$ cat src/rtl/core/owm_pkg.sv
// Shared types, constants and the CRC-8 helper for the 1-Wire bus master.
package owm_pkg;

  localparam int unsigned TickW = 10;
  localparam int unsigned NumRegs = 8;
  localparam int unsigned RegIdxW = $clog2(NumRegs);

  // Start codes carried with each tick
  typedef enum logic [1:0] {
    CMD_TICK  = 2'd0,
    CMD_RESET = 2'd1,
    CMD_WRITE = 2'd2,
    CMD_READ  = 2'd3
  } cmd_e;

  // Operation phases
  typedef enum logic [2:0] {
    PH_IDLE     = 3'd0,
    PH_RST_LOW  = 3'd1,
    PH_RST_WAIT = 3'd2,
    PH_RST_TAIL = 3'd3,
    PH_WR_SLOT  = 3'd4,
    PH_RD_SLOT  = 3'd5
  } phase_e;

  // Configuration register indexes
  typedef enum logic [RegIdxW-1:0] {
    REG_RESET_LOW      = 3'd0,
    REG_PRESENCE_SAMPLE = 3'd1,
    REG_RESET_TAIL     = 3'd2,
    REG_WRITE_ONE_LOW  = 3'd3,
    REG_WRITE_ZERO_LOW = 3'd4,
    REG_SLOT           = 3'd5,
    REG_READ_LOW       = 3'd6,
    REG_READ_SAMPLE    = 3'd7
  } reg_idx_e;

  localparam logic [TickW-1:0] RESET_LOW_DEF       = 10'd480;
  localparam logic [TickW-1:0] PRESENCE_SAMPLE_DEF = 10'd70;
  localparam logic [TickW-1:0] RESET_TAIL_DEF      = 10'd410;
  localparam logic [TickW-1:0] WRITE_ONE_LOW_DEF   = 10'd6;
  localparam logic [TickW-1:0] WRITE_ZERO_LOW_DEF  = 10'd60;
  localparam logic [TickW-1:0] SLOT_DEF            = 10'd70;
  localparam logic [TickW-1:0] READ_LOW_DEF        = 10'd6;
  localparam logic [TickW-1:0] READ_SAMPLE_DEF     = 10'd9;

  // Reflected polynomial of x^8+x^5+x^4+1
  localparam logic [7:0] CRC8_POLY = 8'h8C;

  typedef struct packed {
    logic [TickW-1:0] reset_low;
    logic [TickW-1:0] presence_sample;
    logic [TickW-1:0] reset_tail;
    logic [TickW-1:0] write_one_low;
    logic [TickW-1:0] write_zero_low;
    logic [TickW-1:0] slot;
    logic [TickW-1:0] read_low;
    logic [TickW-1:0] read_sample;
  } cfg_t;

  typedef struct packed {
    logic [1:0] cmd;
    logic [7:0] write_data;
    logic       line_level;
  } item_t;

  typedef struct packed {
    logic       drive_low;
    logic       busy_res;
    logic       done_res;
    logic [7:0] read_byte;
    logic       no_presence;
    logic [7:0] crc_value;
    logic       cmd_rejected;
  } res_t;

  // Fold one byte into the Dallas CRC-8, LSB first
  function automatic logic [7:0] crc8_byte(input logic [7:0] crc, input logic [7:0] b);
    logic [7:0] c;
    c = crc ^ b;
    for (int i = 0; i < 8; i++) begin
      c = c[0] ? ((c >> 1) ^ CRC8_POLY) : (c >> 1);
    end
    return c;
  endfunction

endpackage

$ cat src/rtl/core/owm_if.sv
// Valid/ready channel interfaces for the 1-Wire bus master items and results.
interface owm_in_if;
  import owm_pkg::*;
  logic       valid;
  logic       ready;
  logic [1:0] cmd;
  logic [7:0] write_data;
  logic       line_level;

  modport source (output valid, cmd, write_data, line_level, input ready);
  modport sink (input valid, cmd, write_data, line_level, output ready);
endinterface

interface owm_out_if;
  import owm_pkg::*;
  logic       valid;
  logic       ready;
  logic       drive_low;
  logic       busy_res;
  logic       done_res;
  logic [7:0] read_byte;
  logic       no_presence;
  logic [7:0] crc_value;
  logic       cmd_rejected;

  modport source (output valid, drive_low, busy_res, done_res, read_byte, no_presence,
                  crc_value, cmd_rejected, input ready);
  modport sink (input valid, drive_low, busy_res, done_res, read_byte, no_presence,
                crc_value, cmd_rejected, output ready);
endinterface

$ cat src/rtl/core/owm_cfg_regs.sv
// Timing configuration registers of the 1-Wire bus master.
module owm_cfg_regs (
  input  logic                          clk_i,
  input  logic                          rst_ni,
  input  logic                          cfg_we_i,
  input  logic [owm_pkg::RegIdxW-1:0]   cfg_idx_i,
  input  logic [owm_pkg::TickW-1:0]     cfg_wdata_i,
  output owm_pkg::cfg_t                 cfg_o
);
  import owm_pkg::*;

  cfg_t cfg_q;

  // Write the addressed register, defaults at reset
  always_ff @(posedge clk_i or negedge rst_ni) begin
    if (!rst_ni) begin
      cfg_q.reset_low       <= RESET_LOW_DEF;
      cfg_q.presence_sample <= PRESENCE_SAMPLE_DEF;
      cfg_q.reset_tail      <= RESET_TAIL_DEF;
      cfg_q.write_one_low   <= WRITE_ONE_LOW_DEF;
      cfg_q.write_zero_low  <= WRITE_ZERO_LOW_DEF;
      cfg_q.slot            <= SLOT_DEF;
      cfg_q.read_low        <= READ_LOW_DEF;
      cfg_q.read_sample     <= READ_SAMPLE_DEF;
    end else if (cfg_we_i) begin
      case (reg_idx_e'(cfg_idx_i))
        REG_RESET_LOW:       cfg_q.reset_low       <= cfg_wdata_i;
        REG_PRESENCE_SAMPLE: cfg_q.presence_sample <= cfg_wdata_i;
        REG_RESET_TAIL:      cfg_q.reset_tail      <= cfg_wdata_i;
        REG_WRITE_ONE_LOW:   cfg_q.write_one_low   <= cfg_wdata_i;
        REG_WRITE_ZERO_LOW:  cfg_q.write_zero_low  <= cfg_wdata_i;
        REG_SLOT:            cfg_q.slot            <= cfg_wdata_i;
        REG_READ_LOW:        cfg_q.read_low        <= cfg_wdata_i;
        REG_READ_SAMPLE:     cfg_q.read_sample     <= cfg_wdata_i;
        default: ;
      endcase
    end
  end

  assign cfg_o = cfg_q;

endmodule

$ cat src/rtl/core/owm_engine.sv
// Bus timing state machine: advances one tick per step and forms the result.
module owm_engine (
  input  logic           clk_i,
  input  logic           rst_ni,
  input  logic           step_i,
  input  owm_pkg::item_t item_i,
  input  owm_pkg::cfg_t  cfg_i,
  output owm_pkg::res_t  res_o
);
  import owm_pkg::*;

  phase_e             phase_q, phase_d;
  logic [TickW-1:0]   tick_q, tick_d;
  logic [2:0]         bit_q, bit_d;
  logic [7:0]         shift_q, shift_d;
  logic [7:0]         crc_q, crc_d;
  logic               pres_q, pres_d;
  logic [7:0]         last_q, last_d;

  logic [TickW-1:0]   tick_inc;
  logic [TickW-1:0]   slot_end;
  logic [TickW-1:0]   low_time;
  logic [TickW:0]     sample_sum;
  logic [TickW:0]     sample_pt;
  logic               slot_last;
  logic               drive;
  logic               done;
  logic               rejected;

  // Next state for one tick, with an optional start command
  always_comb begin
    phase_d  = phase_q;
    tick_d   = tick_q;
    bit_d    = bit_q;
    shift_d  = shift_q;
    crc_d    = crc_q;
    pres_d   = pres_q;
    last_d   = last_q;
    drive    = 1'b0;
    done     = 1'b0;
    rejected = 1'b0;

    // Take a start command only when idle
    if (cmd_e'(item_i.cmd) != CMD_TICK) begin
      if (phase_q != PH_IDLE) begin
        rejected = 1'b1;
      end else begin
        tick_d = '0;
        bit_d  = '0;
        case (cmd_e'(item_i.cmd))
          CMD_RESET: begin
            phase_d = PH_RST_LOW;
            crc_d   = '0;
          end
          CMD_WRITE: begin
            phase_d = PH_WR_SLOT;
            shift_d = item_i.write_data;
          end
          CMD_READ: begin
            phase_d = PH_RD_SLOT;
            shift_d = '0;
          end
          default: ;
        endcase
      end
    end

    slot_end   = (cfg_i.slot == '0) ? TickW'(1) : cfg_i.slot;
    tick_inc   = tick_d + TickW'(1);
    slot_last  = (tick_inc >= slot_end);
    low_time   = shift_d[0] ? cfg_i.write_one_low : cfg_i.write_zero_low;
    sample_sum = {1'b0, cfg_i.read_low} + {1'b0, cfg_i.read_sample};
    sample_pt  = (sample_sum > {1'b0, slot_end}) ? {1'b0, slot_end} : sample_sum;
    if (sample_pt == '0) begin
      sample_pt = (TickW+1)'(1);
    end

    // Advance the running operation by one tick
    case (phase_d)
      PH_IDLE: ;
      PH_RST_LOW: begin
        drive  = 1'b1;
        tick_d = tick_inc;
        if (tick_inc >= cfg_i.reset_low) begin
          phase_d = PH_RST_WAIT;
          tick_d  = '0;
        end
      end
      PH_RST_WAIT: begin
        tick_d = tick_inc;
        if (tick_inc >= cfg_i.presence_sample) begin
          pres_d  = item_i.line_level;
          phase_d = PH_RST_TAIL;
          tick_d  = '0;
        end
      end
      PH_RST_TAIL: begin
        tick_d = tick_inc;
        if (tick_inc >= cfg_i.reset_tail) begin
          phase_d = PH_IDLE;
          tick_d  = '0;
          done    = 1'b1;
        end
      end
      PH_WR_SLOT: begin
        drive  = (tick_inc <= low_time);
        tick_d = tick_inc;
        if (slot_last) begin
          tick_d  = '0;
          shift_d = shift_d >> 1;
          bit_d   = bit_d + 3'd1;
          if (bit_d == '0) begin
            phase_d = PH_IDLE;
            done    = 1'b1;
          end
        end
      end
      PH_RD_SLOT: begin
        drive  = (tick_inc <= cfg_i.read_low);
        tick_d = tick_inc;
        if ({1'b0, tick_inc} == sample_pt) begin
          shift_d = {item_i.line_level, shift_d[7:1]};
        end
        if (slot_last) begin
          tick_d = '0;
          bit_d  = bit_d + 3'd1;
          if (bit_d == '0) begin
            last_d  = shift_d;
            crc_d   = crc8_byte(crc_d, shift_d);
            phase_d = PH_IDLE;
            done    = 1'b1;
          end
        end
      end
      default: begin
        phase_d = PH_IDLE;
        tick_d  = '0;
      end
    endcase
  end

  // Commit the state on each step
  always_ff @(posedge clk_i or negedge rst_ni) begin
    if (!rst_ni) begin
      phase_q <= PH_IDLE;
      tick_q  <= '0;
      bit_q   <= '0;
      shift_q <= '0;
      crc_q   <= '0;
      pres_q  <= 1'b0;
      last_q  <= '0;
    end else if (step_i) begin
      phase_q <= phase_d;
      tick_q  <= tick_d;
      bit_q   <= bit_d;
      shift_q <= shift_d;
      crc_q   <= crc_d;
      pres_q  <= pres_d;
      last_q  <= last_d;
    end
  end

  assign res_o.drive_low    = drive;
  assign res_o.busy_res     = (phase_d != PH_IDLE);
  assign res_o.done_res     = done;
  assign res_o.read_byte    = last_d;
  assign res_o.no_presence  = pres_d;
  assign res_o.crc_value    = crc_d;
  assign res_o.cmd_rejected = rejected;

endmodule

$ cat src/rtl/core/one_wire_bus_master_top.sv
// 1-Wire bus master timed by microsecond ticks: input register, engine, result register.
//
// Usage:
//   Send one item per microsecond on in_i. cmd selects a plain tick or starts
//   a bus reset, a byte write (write_data) or a byte read; line_level is the
//   sampled bus level for that tick. Every item yields exactly one result on
//   out_o: drive_low for the open-drain driver, busy and done flags, the last
//   byte read, the presence flag, the running CRC-8 and a reject flag for a
//   start command that arrived while an operation was running.
//   Timing registers are written through cfg_we_i/cfg_idx_i/cfg_wdata_i and
//   take effect on the next item; write them only while the master is idle.
// Pipeline and throughput:
//   An item is held in the input register and its result in the result
//   register, from which it is offered on out_o. One item per cycle is
//   sustained while out_o is not held.
// Reset:
//   rst_ni clears both pipeline registers, returns the engine to idle with
//   CRC, presence flag and read byte at zero, and loads the default timings.
// Stall:
//   While out_o is held, a pending result waits in the result register and one
//   further item is still taken into the input register; then in_i.ready drops.
module one_wire_bus_master_top (
  input  logic                        clk_i,
  input  logic                        rst_ni,
  owm_in_if.sink                      in_i,
  owm_out_if.source                   out_o,
  input  logic                        cfg_we_i,
  input  logic [owm_pkg::RegIdxW-1:0] cfg_idx_i,
  input  logic [owm_pkg::TickW-1:0]   cfg_wdata_i
);
  import owm_pkg::*;

  cfg_t  cfg;
  item_t item_q;
  logic  in_vld_q;
  res_t  res;
  res_t  res_q;
  logic  out_vld_q;
  logic  advance;
  logic  step;

  owm_cfg_regs u_cfg (
    .clk_i       (clk_i),
    .rst_ni      (rst_ni),
    .cfg_we_i    (cfg_we_i),
    .cfg_idx_i   (cfg_idx_i),
    .cfg_wdata_i (cfg_wdata_i),
    .cfg_o       (cfg)
  );

  assign advance    = !out_vld_q || out_o.ready;
  assign step       = in_vld_q && advance;
  assign in_i.ready = !in_vld_q || advance;

  // Input register: load on each input transfer
  always_ff @(posedge clk_i or negedge rst_ni) begin
    if (!rst_ni) begin
      in_vld_q <= 1'b0;
    end else if (in_i.ready) begin
      in_vld_q <= in_i.valid;
    end
  end

  always_ff @(posedge clk_i) begin
    if (in_i.valid && in_i.ready) begin
      item_q.cmd        <= in_i.cmd;
      item_q.write_data <= in_i.write_data;
      item_q.line_level <= in_i.line_level;
    end
  end

  owm_engine u_engine (
    .clk_i  (clk_i),
    .rst_ni (rst_ni),
    .step_i (step),
    .item_i (item_q),
    .cfg_i  (cfg),
    .res_o  (res)
  );

  // Result register: hold while the receiver stalls
  always_ff @(posedge clk_i or negedge rst_ni) begin
    if (!rst_ni) begin
      out_vld_q <= 1'b0;
    end else if (step) begin
      out_vld_q <= 1'b1;
    end else if (out_o.ready) begin
      out_vld_q <= 1'b0;
    end
  end

  always_ff @(posedge clk_i) begin
    if (step) begin
      res_q <= res;
    end
  end

  assign out_o.valid        = out_vld_q;
  assign out_o.drive_low    = res_q.drive_low;
  assign out_o.busy_res     = res_q.busy_res;
  assign out_o.done_res     = res_q.done_res;
  assign out_o.read_byte    = res_q.read_byte;
  assign out_o.no_presence  = res_q.no_presence;
  assign out_o.crc_value    = res_q.crc_value;
  assign out_o.cmd_rejected = res_q.cmd_rejected;

endmodule

$ cat src/flat_wrapper.sv
// flat-port wrapper written by rule: the top's interface ports become plain ports
module one_wire_bus_master_top_flat import owm_pkg::*;
  (clk_i, rst_ni, cfg_we_i, cfg_idx_i, cfg_wdata_i, in_i_valid, in_i_cmd, in_i_write_data, in_i_line_level, in_i_ready, out_o_valid, out_o_drive_low, out_o_busy_res, out_o_done_res, out_o_read_byte, out_o_no_presence, out_o_crc_value, out_o_cmd_rejected, out_o_ready);
  owm_in_if in_i_i ();
  owm_out_if out_o_i ();
  input  logic clk_i;
  input  logic rst_ni;
  input  logic cfg_we_i;
  input  logic [owm_pkg::RegIdxW-1:0] cfg_idx_i;
  input  logic [owm_pkg::TickW-1:0] cfg_wdata_i;
  input wire logic [$bits(in_i_i.valid)-1:0] in_i_valid;
  input wire logic [$bits(in_i_i.cmd)-1:0] in_i_cmd;
  input wire logic [$bits(in_i_i.write_data)-1:0] in_i_write_data;
  input wire logic [$bits(in_i_i.line_level)-1:0] in_i_line_level;
  output wire logic [$bits(in_i_i.ready)-1:0] in_i_ready;
  output wire logic [$bits(out_o_i.valid)-1:0] out_o_valid;
  output wire logic [$bits(out_o_i.drive_low)-1:0] out_o_drive_low;
  output wire logic [$bits(out_o_i.busy_res)-1:0] out_o_busy_res;
  output wire logic [$bits(out_o_i.done_res)-1:0] out_o_done_res;
  output wire logic [$bits(out_o_i.read_byte)-1:0] out_o_read_byte;
  output wire logic [$bits(out_o_i.no_presence)-1:0] out_o_no_presence;
  output wire logic [$bits(out_o_i.crc_value)-1:0] out_o_crc_value;
  output wire logic [$bits(out_o_i.cmd_rejected)-1:0] out_o_cmd_rejected;
  input wire logic [$bits(out_o_i.ready)-1:0] out_o_ready;
  assign in_i_i.valid = in_i_valid;
  assign in_i_i.cmd = in_i_cmd;
  assign in_i_i.write_data = in_i_write_data;
  assign in_i_i.line_level = in_i_line_level;
  assign in_i_ready = in_i_i.ready;
  assign out_o_valid = out_o_i.valid;
  assign out_o_drive_low = out_o_i.drive_low;
  assign out_o_busy_res = out_o_i.busy_res;
  assign out_o_done_res = out_o_i.done_res;
  assign out_o_read_byte = out_o_i.read_byte;
  assign out_o_no_presence = out_o_i.no_presence;
  assign out_o_crc_value = out_o_i.crc_value;
  assign out_o_cmd_rejected = out_o_i.cmd_rejected;
  assign out_o_i.ready = out_o_ready;
  one_wire_bus_master_top u_core (.clk_i(clk_i), .rst_ni(rst_ni), .in_i(in_i_i), .out_o(out_o_i), .cfg_we_i(cfg_we_i), .cfg_idx_i(cfg_idx_i), .cfg_wdata_i(cfg_wdata_i));
endmodule
$ cat config.mk
export PLATFORM = sky130hd
export DESIGN_NAME = one_wire_bus_master_top_flat
export DESIGN_NICKNAME = d
export VERILOG_FILES = /design/src/rtl/core/owm_pkg.sv /design/src/rtl/core/owm_if.sv /design/src/rtl/core/owm_cfg_regs.sv /design/src/rtl/core/owm_engine.sv /design/src/rtl/core/one_wire_bus_master_top.sv /design/src/flat_wrapper.sv
export SDC_FILE = /design/constraint.sdc
export NUM_CORES = 1
export LEC_CHECK = 0
export ABC_AREA = 1
export BUFFER_PORTS_ARGS = -buffer_cell sky130_fd_sc_hd__buf_2
export CAP_MARGIN = 20
export CELL_PAD_IN_SITES_DETAIL_PLACEMENT = 0
export CELL_PAD_IN_SITES_GLOBAL_PLACEMENT = 1
export CORE_MARGIN = 10
export CORE_UTILIZATION = 45
export CTS_CLUSTER_SIZE = 25
export DETAILED_ROUTE_END_ITERATION = 8
export GPL_ROUTABILITY_DRIVEN = 0
export GPL_TIMING_DRIVEN = 1
export HOLD_SLACK_MARGIN = 0.1
export MAX_ROUTING_LAYER = met4
export PLACE_DENSITY = 0.88
export SYNTH_ARGS = -nofsm -noshare
export SYNTH_HDL_FRONTEND = slang
export SYNTH_SLANG_ARGS = --single-unit
$ cat constraint.sdc
create_clock -name clk_i -period 14 [get_ports clk_i]
set_clock_uncertainty 0.05 [all_clocks]
set_input_delay 0.7 -clock clk_i [delete_from_list [all_inputs] [get_ports clk_i]]
set_output_delay 0.7 -clock clk_i [all_outputs]
set_load 0.01 [all_outputs]
==> reports/results.ini <==
[cells_and_area]
area_growth_pct = 11.1
stdcell_count = 1569
final_area_um2 = 11000
antenna_cells = 0
final_util_pct = 50.5
drive_above_1_share_pct = 14.0
fin_nets = 1389

[placement]
hpwlAfterDp_um = 18600
io_buffers = 51
dp.cells = 1536
placed_cell_area_um2 = 10300

[synthesis]
synth-seq-cells = 155
yosys.area.top_type_share_pct = 24.9
synth-edff-count = 32
syn_nets = 1348
syn_avg_cell_area_um2 = 7.98
synth-async-reset-ratio_pct = 79.4
synth_area_leader_cell = dfrtp_1
synthDistinctLibCells = 57
syn_inst = 1235
synth-main-ff-cell = dfrtp_1
syn_area_um2 = 9860
ys_seq_area_share_pct = 41.3
synthTopCellsByArea = dfrtp_1 25%, nand2_1 12%, ha_1 11%, edfxtp_1 9.7%, dfstp_2 6.7%
synth_warnings = 0

[critical_path]
r2r_slack_ns = 8.32
required_ns = 14.14
cp_cell_sequence = o21ai_4, nand2_2, inv_2, ha_1, nand3_1, nor2_2, nand3_1, xnor2_1, inv_1, ha_1, nand2_1, nor2_1, o211ai_1, o2111ai_1, a31oi_1, inv_1, nand2_1, nor2_1, inv_1, nand2_1, and2_1
cp_slowest_stage_delay_ns = 0.70
worstPathArrival_ns = 5.81
reg2reg_depth = 21
path_buf_inv = 4
end_kind = flip-flop
crit_fanout = 20
cpMaxStageDelayCell = a31oi_1
r2r_end = u_core.out_o.crc_value[1]
critPathLaunchType = flip-flop
worstSetupPathType = flip-flop to flip-flop
worstReg2RegStart = u_core.item_q[9]
critPathTopFamily = simple AND/OR/NAND/NOR gates

[drt]
wire_per_inst_um = 15.6
num_vias = 8225
drtIter0Drc = 612
drt_first_pass_iters = 6
vias_per_cell = 5.24
remaining_drc_errors = 0
totalWireLength_um = 24500
ant_nets = 0

[cts]
cts_buffers = 17
cts.path.max_buffers = 2
cts_hold_buffers = 0
root_buffer = clkbuf_16
clock-sinks = 155
cts_resized = 0
clk_pin_slew_ns = 0.06
cts.htree.levels = 4
clk-insertion-delay-late_ns = 0.44
postCtsSetupRepairBufs = 0
cts_tree = yes

[timing]
maxSlewViolCount = 0
setup_tns_ns = 0
setup_viol = 0
timing.fmax_mhz = 176
rsz0062_at_grt = no
fin_crit_sh_pct = 40.6
tightestPinTransition_ns = 0.980
hold_viol_final = 0
maxSlewHeadroom_pct = 34.6
post-route-min-period_ns = 5.68

[die]
die_h_um = 168
std_cell_rows = 54
start_util_pct = 45.5
dieWidth_um = 168
pin_count = 52
die_area_um2 = 28200
coreArea_um2 = 21700

[power_and_ir_drop]
p_per_area_nw_per_um2 = 197
combPwrFrac_pct = 49.2
switchingPower_uw = 950
peakVddDrop_uv = 98.0
leakagePower_nw = 5.59
switching_share_pct = 44.0
clock_power_share_pct = 22.1
p_int_mw = 1.21
seq_power_share_pct = 28.7

[grt]
grt_max_degree = 69
track_usage_pct = 18.0
overflow = 0
grt_first_pass_wirelength_um = 40900
antenna_found_initial = 0
grt_pass1_vias = 8079

[run_status]
outcome = complete, no violations

[flow_run]
cap_violations = 0

[hold_path]
hold_path.class = primary input to async pin

[power groups by stage]
stage | Clock (mW) | Sequential [mW] | Combinational (mW)
final | 0.478 | 0.620 | 1.06
after detailed placement | 0 | 0.627 | 1.05
after global routing | 0.507 | 0.631 | 1.21
after floorplan | 0 | 0.621 | 0.816
after CTS | 0.487 | 0.620 | 1.06
after global placement | 0 | 0.623 | 1.04
[worst max path at each step]
stage                                      start                   endpoint  depth (start not counted)
after floorplan           u_core.u_cfg.cfg_o[10]  u_core.out_o.crc_value[1]                         36
after global placement          u_core.item_q[9]  u_core.out_o.crc_value[1]                         21
after detailed placement        u_core.item_q[9]  u_core.out_o.crc_value[1]                         21
after CTS                       u_core.item_q[9]  u_core.out_o.crc_value[1]                         21
after global routing            u_core.item_q[9]  u_core.out_o.crc_value[1]                         21
final                           u_core.item_q[9]  u_core.out_o.crc_value[1]                         21
[cells in the mapped netlist, types with 2 or more instances]
master / instances
a211oi_1: 4
nand2_2: 28
nand3_1: 63
clkbuf_1: 25
buf_6: 2
nor2_2: 7
nor2_1: 71
inv_2: 8
inv_1: 175
nor4_1: 3
xnor2_1: 3
nand4_2: 2
o32ai_1: 3
nand4_1: 6
a21oi_1: 60
o211ai_1: 7
nand2_4: 3
o21ai_2: 6
nand3_2: 4
dfstp_2: 25
a21o_1: 5
o22ai_1: 15
dfrtp_1: 98
a32oi_1: 4
ha_1: 83
nand2_1: 306
o21ai_1: 5
nor3_1: 4
o21ai_0: 118
xor2_1: 19
a31oi_1: 4
mux2i_1: 9
buf_2: 3
edfxtp_1: 32
o21bai_1: 3
[kinds of logic after synthesis]
kind of cell	synth area share (%)
DFF	41.3
xor gates and xnor gates	2.12
and+or+nand+nor	22.4
adders and majority gates	10.7
muxes	1.05
buffers and inverters	8.66
AOI/OAI and AO/OA	13.8
[routing by layer]
metal / global-route usage, % / wire, µm / vias to the layer above
li1: - / - / 4139
met1: 22.2 / 11100 / 3890
met2: 30.1 / 12100 / 172
met3: 3.26 / 960 / 24
met4: 4.47 / 386 / 0
met5: - / 0 / -
[flip-flops by register name, summed over array words and instances (netlist names), 3 cells and up]
register,cells
u_core.u_cfg.cfg_o,80
u_core.item_q,11
u_core.u_engine.tick_q,10
u_core.out_o.crc_value,8
u_core.out_o.read_byte,8
u_core.u_engine.crc_q,8
u_core.u_engine.last_q,8
u_core.u_engine.shift_q,8
u_core.u_engine.bit_q,3
u_core.u_engine.phase_q,3
[area by class of cell]
cell class	count	area (µm²)
Timing Repair Buffer	55	292
Clock buffer	21	480
Clock inverter	11	131
Tap cell	280	350
Sequential cell	155	4070
Multi-Input combinational cell	863	4940
Fill cell	2117	10700
Inverter	184	691
[cells in the final DEF (no fill, tap or decap), types with 4 or more instances in the layout]
| cell type | n |
|---|---|
| nor2_2 | 7 |
| inv_1 | 174 |
| o21ai_1 | 5 |
| a31oi_1 | 4 |
| o21ai_0 | 118 |
| edfxtp_1 | 32 |
| a32oi_1 | 4 |
| nand2_2 | 28 |
| nor2_1 | 71 |
| mux2i_1 | 9 |
| clkbuf_8 | 4 |
| a211oi_1 | 4 |
| nand3_2 | 4 |
| dfstp_2 | 25 |
| ha_1 | 83 |
| o211ai_1 | 7 |
| a21oi_1 | 60 |
| inv_2 | 9 |
| clkbuf_16 | 17 |
| buf_4 | 4 |
| nand2_1 | 306 |
| buf_2 | 50 |
| a21o_1 | 5 |
| o22ai_1 | 15 |
| o21ai_2 | 6 |
| dfrtp_1 | 98 |
| xor2_1 | 19 |
| nand4_1 | 6 |
| nand3_1 | 63 |
[through the flow]
step | worst slack (ns) | power (mW) | hold WS [ns]
floorplan | 9.43 | 1.44 | 0.354
CTS | 8.39 | 2.17 | 0.369
finish | 8.32 | 2.16 | 0.323
global placement | 8.57 | 1.66 | 0.414
detailed placement | 8.40 | 1.68 | 0.416
global route | 7.70 | 2.34 | 0.367
Power figures use the tool's default switching activity.
